`src/sv/vdta_pkg.sv`:
```
// Shared constants for the vector direction angle block: angle accumulator
// format, gain compensation and the CORDIC arctangent table. No dependencies.
`default_nettype none

package vdta_pkg;

  // The angle accumulator counts 2^31 per pi and needs headroom for the
  // pre-rotation plus the sum of all table entries.
  localparam int unsigned ACC_W      = 34;
  localparam int unsigned GUARD_BITS = 16;
  localparam int unsigned GAIN_W     = 31;

  localparam logic signed [ACC_W-1:0] PI_UNITS      = 34'sd2147483648;
  localparam logic signed [ACC_W-1:0] HALF_PI_UNITS = 34'sd1073741824;

  // Gain compensation K = GAIN_COMP / 2^31.
  localparam logic [GAIN_W-1:0] GAIN_COMP = 31'd1304065748;

  // atan(2^-i), counted as 2^31 per pi.
  localparam logic [31:0] ATAN_TAB [32] = '{
    32'd536870912, 32'd316933406, 32'd167458907, 32'd85004756,
    32'd42667331,  32'd21354465,  32'd10679838,  32'd5340245,
    32'd2670163,   32'd1335087,   32'd667544,    32'd333772,
    32'd166886,    32'd83443,     32'd41722,     32'd20861,
    32'd10430,     32'd5215,      32'd2608,      32'd1304,
    32'd652,       32'd326,       32'd163,       32'd81,
    32'd41,        32'd20,        32'd10,        32'd5,
    32'd3,         32'd1,         32'd1,         32'd0
  };

endpackage

`default_nettype wire

```
`src/sv/vdta_gain.sv`:
```
// Two-stage gain compensation of the CORDIC magnitude: split products in the
// first stage, sum and axis-case select in the second. Uses vdta_pkg.
`default_nettype none

module vdta_gain #(
  parameter int DATA_W = 35
) (
  input  wire                       clk_i,
  input  wire                       en_i,
  input  wire  signed [DATA_W-1:0]  a_i,
  input  wire                       spec_i,
  input  wire         [DATA_W-1:0]  spec_mag_i,
  output logic signed [DATA_W-1:0]  mag_o
);
  import vdta_pkg::*;

  localparam int HI_W = DATA_W - 31;
  localparam int PW   = HI_W + GAIN_W;
  localparam int LW   = 31 + GAIN_W;
  localparam int SW   = PW + 1;

  logic [DATA_W-1:0] ac;
  logic [PW-1:0]     hi_prod_q;
  logic [LW-1:0]     lo_prod_q;
  logic              spec_q;
  logic [DATA_W-1:0] spec_mag_q;
  logic [SW-1:0]     sum;
  logic [DATA_W-1:0] mag_q;

  assign ac = a_i[DATA_W-1] ? '0 : a_i;

  always_ff @(posedge clk_i) begin
    if (en_i) begin
      hi_prod_q  <= PW'(ac[DATA_W-1:31]) * PW'(GAIN_COMP);
      lo_prod_q  <= LW'(ac[30:0]) * LW'(GAIN_COMP);
      spec_q     <= spec_i;
      spec_mag_q <= spec_mag_i;
    end
  end

  assign sum = SW'(hi_prod_q) + SW'(lo_prod_q[LW-1:31]);

  always_ff @(posedge clk_i) begin
    if (en_i) mag_q <= spec_q ? spec_mag_q : DATA_W'(sum);
  end

  assign mag_o = $signed(mag_q);

endmodule

`default_nettype wire

```
`config.mk`:
```
export PLATFORM = sky130hd
export DESIGN_NAME = vdta_gain
export DESIGN_NICKNAME = d
export VERILOG_FILES = /design/src/sv/vdta_pkg.sv /design/src/sv/vdta_gain.sv
export SDC_FILE = /design/constraint.sdc
export NUM_CORES = 1
export LEC_CHECK = 0
export ABC_AREA = 1
export BUFFER_PORTS_ARGS = -buffer_cell sky130_fd_sc_hd__clkbuf_2
export CAP_MARGIN = 20
export CORE_MARGIN = 5
export CORE_UTILIZATION = 60
export DETAILED_ROUTE_END_ITERATION = 8
export MAX_ROUTING_LAYER = met4
export PLACE_DENSITY = 0.81
export SLEW_MARGIN = 20
export SYNTH_ARGS = -nofsm -noshare
export SYNTH_HDL_FRONTEND = slang
export SYNTH_SLANG_ARGS = --single-unit
```
`constraint.sdc`:
```
create_clock -name clk_i -period 8.6 [get_ports clk_i]
set_clock_uncertainty 0.15 [all_clocks]
set_input_delay 0 -clock clk_i [delete_from_list [all_inputs] [get_ports clk_i]]
set_output_delay 0 -clock clk_i [all_outputs]
set_load 0.02 [all_outputs]
```
==> results.md <==
- The number of enable-type register cells in the synthesized netlist is 134.
- The first global-routing pass estimated about 120000 um of wire.
- The maximum fanout along the worst path is 28.
- Entering global routing, the biggest net connects 75 pins.
- The clock insertion delay at the later pin of the skew report is 0.43 ns.
- During synthesis, Yosys emitted a total of 0 warnings.
- The initial antenna violation count is 0.
- Of the cells placed in the final design, the portion with a size suffix greater than 1 is 0.0707.
- STA puts the critical path data required time at 8.64 ns.
- The cell at the root of the clock tree is clkbuf_16.
- Of the available clock period, the critical path in the final layout requires 0.854.
- The total setup buffers inserted after CTS is 0.
- The flow ran to the end, but the final reports show violations.
- In this run the worst setup path begins at a_i[34].
- The routed wirelength normalized by instance count is 18.8 um.
- The worst register-to-register path begins at spec_q.
- The number of remaining DRC errors is 0.
- After detailed routing, the total wire length is 78500 um.
- The achievable frequency is 136 MHz.
- The final total negative setup slack is 0 ns.
- The distinct cell type count after synthesis is 45.
- The number of hold violations in the final report was 3.
- After clock tree synthesis, the flow added hold-fix buffers numbering 38.
- Setup violations remaining at the end of the flow were counted as 0.
- The global router's overall resource usage is 0.328.
- The die boundary width is 225 um.
- From synthesis to final layout, the design area changed by 8.31%.
- The post-synthesis average cell area is just over 8 um2.
- The final hold slack is -0.00536 ns.
- The checks that failed: negative hold slack.
- The synthesized instance count is between 3000 and 4000.
- Before antenna repair, the detailed router went through 5 iterations.
- The number of pins exceeding their max-slew limit in the final report is 0.
- The number of global-route vias before repair is about 23000.
- For this run, the register share of the synthesized area comes to 0.145.
- The clock transition at the register clock pins on the worst setup and hold paths after CTS is 0.07 ns.
- The floorplan has approximately 80 rows.
- The type of the worst min-delay path is input pin to register.
- The most used flip-flop cell after synthesis is edfxtp_1.
- The number of nets with antenna violations after detailed routing is 0.
- The startpoint of the most critical hold path is en_i.
- The number of maximum-capacitance constraint violations is 0.
- The clock period minus final worst setup slack is 7.34 ns.
- TritonCTS built the clock tree.
- The maximum level of the CTS H-tree is 4.
- For this block, the initial DRC count from the detailed router was 2232.
- After clock tree synthesis, the repair step resized 0 gates.
- The count of buffers from port buffering is 107.
- 0 antenna diodes ended up in the layout.
- The area enclosed by the die boundary is 50500 um2.
- The clock net in this run drives a total of ~130 sinks.
- After floorplanning, the core was sized to cover roughly 45000 um2.
- Counting every net in the synthesized netlist gives about 4300.
- In the synthesized netlist the async set-or-reset flop fraction comes to 0.
- The combined area of all synthesized cells is 27700 um2.
- The y dimension of the die is roughly 220 um.
- The worst setup path is launched from an input pin.
- Using the TritonRoute via totals, the vias-per-cell ratio works out to 5.31.
- For this configuration, the core starts out at a cell density of 0.608.
- At the end of routability-driven placement, the weighted congestion stood at 1.08.
- The final layout contains 4450 nets.
- Data arrives at the worst endpoint at 7.38 ns.
- The deepest clock path buffer count is 2.
- Setup repair after global routing left no endpoint under its margin.
- For this run the aggregate overflow at the end of global routing stands at 0.
- For the pin with the worst max-slew slack, the measured transition is 0.947 ns.
- In this run the count of I/O pins placed on the die edge is 108.
- The clock buffer count from CTS is 17.
- The via count of the routed design is between 20000 and 25000.
- The critical path endpoint category is a register.
- The register bit count reported by yosys is 134.
- Detailed placement finished with a half-perimeter wire length of 68300 um.
- The critical path start-end classification is input pin to register.
- The worst slew margin relative to its limit is 0.368.
==> stage by stage <==
step / cells / setup WS (ns) / instance area [um2] / hold WS [ns] / utilization
2_1_floorplan: 3404 / 2.21 / 27700 / -0.0511 / -
3_3_place_gp: 4109 / 1.04 / 29000 / 0.0272 / 0.637
3_5_place_dp: 4109 / 0.897 / 29000 / 0.0288 / 0.637
4_1_cts: 4179 / 1.31 / 30000 / 0.0295 / 0.659
5_1_grt: 4179 / 1.01 / 30000 / 0.0375 / 0.659
6_report: 4179 / 1.26 / 30000 / -0.00536 / 0.659
==> Yosys cell counts, types with 6 or more instances <==
library cell / number / share of area
nor3_2: 6 / 0.0022
nand3b_1: 10 / 0.0027
clkbuf_1: 9 / 0.0012
nor2_2: 25 / 0.0057
nor2_1: 184 / 0.025
edfxtp_1: 134 / 0.15
o21ai_0: 17 / 0.0031
inv_1: 981 / 0.13
and2_1: 6 / 0.0014
nand2_2: 18 / 0.0041
nor3_1: 15 / 0.0027
nand2_1: 854 / 0.12
nor2_4: 11 / 0.0045
nand3_1: 112 / 0.020
inv_2: 18 / 0.0024
xor2_1: 27 / 0.0085
fa_1: 434 / 0.31
ha_1: 377 / 0.17
nand4_1: 17 / 0.0038
xnor2_1: 14 / 0.0044
or2_2: 9 / 0.0020
a21oi_1: 80 / 0.014
==> worst paths after layout <==
check	endpoint	slack (ns)	depth (start not counted)
worst max-delay path	lo_prod_q[61]	1.26	27
worst max register to register	mag_o[33]	6.17	4
worst min-delay path	mag_o[28]	-0.005	1
worst min register to register	mag_o[25]	0.37	2
==> layer usage <==
layer,vias to the layer above,GRT usage,share of wire
li1,10400,-,-
met1,10500,0.451,0.42
met2,1079,0.510,0.45
met4,0,0.0837,0.031
met3,170,0.0619,0.096
met5,-,-,0
==> kinds of logic after synthesis <==
| logic type | count (synthesis) | share of synthesized area |
|---|---|---|
| flops | 134 | 0.145 |
| xor+xnor | 41 | 0.0130 |
| compound gates | 127 | 0.0261 |
| buf+inv | 1018 | 0.139 |
| simple gates | 1273 | 0.192 |
| fa+ha+maj | 811 | 0.484 |
==> cell type report <==
class                      instances  area (um2)
timing repair buffer             159        1020
sequential                       134        4020
fill                            3816       15500
clock buffer                      17         425
inverter                        1002        3770
tap                              600         751
clock inverter                    15         185
multi-input combinational       2252       19800
==> critical path: stages <==
cell      delay (ns)
clkbuf_2        0.22
inv_6           0.28
nand2_1         0.41
nor2_1          0.57
nor2_1          0.23
ha_1            0.33
inv_1           0.05
fa_1            0.53
inv_1           0.06
fa_1            0.48
fa_1            0.58
fa_1            0.43
fa_1            0.45
fa_1            0.49
inv_1           0.05
fa_1            0.49
inv_1           0.04
ha_1            0.31
nand2_1         0.12
nor2_1          0.25
inv_1           0.14
nor3_1          0.42
nand2_1         0.11
nand3_1         0.11
nand2_1         0.07
nand3_1         0.08
nand2_1         0.05
==> cells in the final DEF, fill, tap and decap left out, types with 25 or more instances in the layout <==
cell type / synthesis / final
nor2_2: 25 / 25
a21oi_1: 80 / 80
clkbuf_2: 2 / 106
ha_1: 377 / 377
dlygate4sd3_1: 0 / 38
nand2_1: 854 / 854
fa_1: 434 / 434
inv_1: 981 / 981
edfxtp_1: 134 / 134
nor2_1: 184 / 184
nand3_1: 112 / 112
xor2_1: 27 / 27
==> state kept, by name (all words and copies together), names as in the netlist <==
name / count
mag_o: 35
hi_prod_q: 32
lo_prod_q: 31
spec_mag_q: 35
spec_q: 1
Power is left out: the tool's default activity adds up to more than one toggle a clock period on the data nets, which glitch-free logic cannot reach.
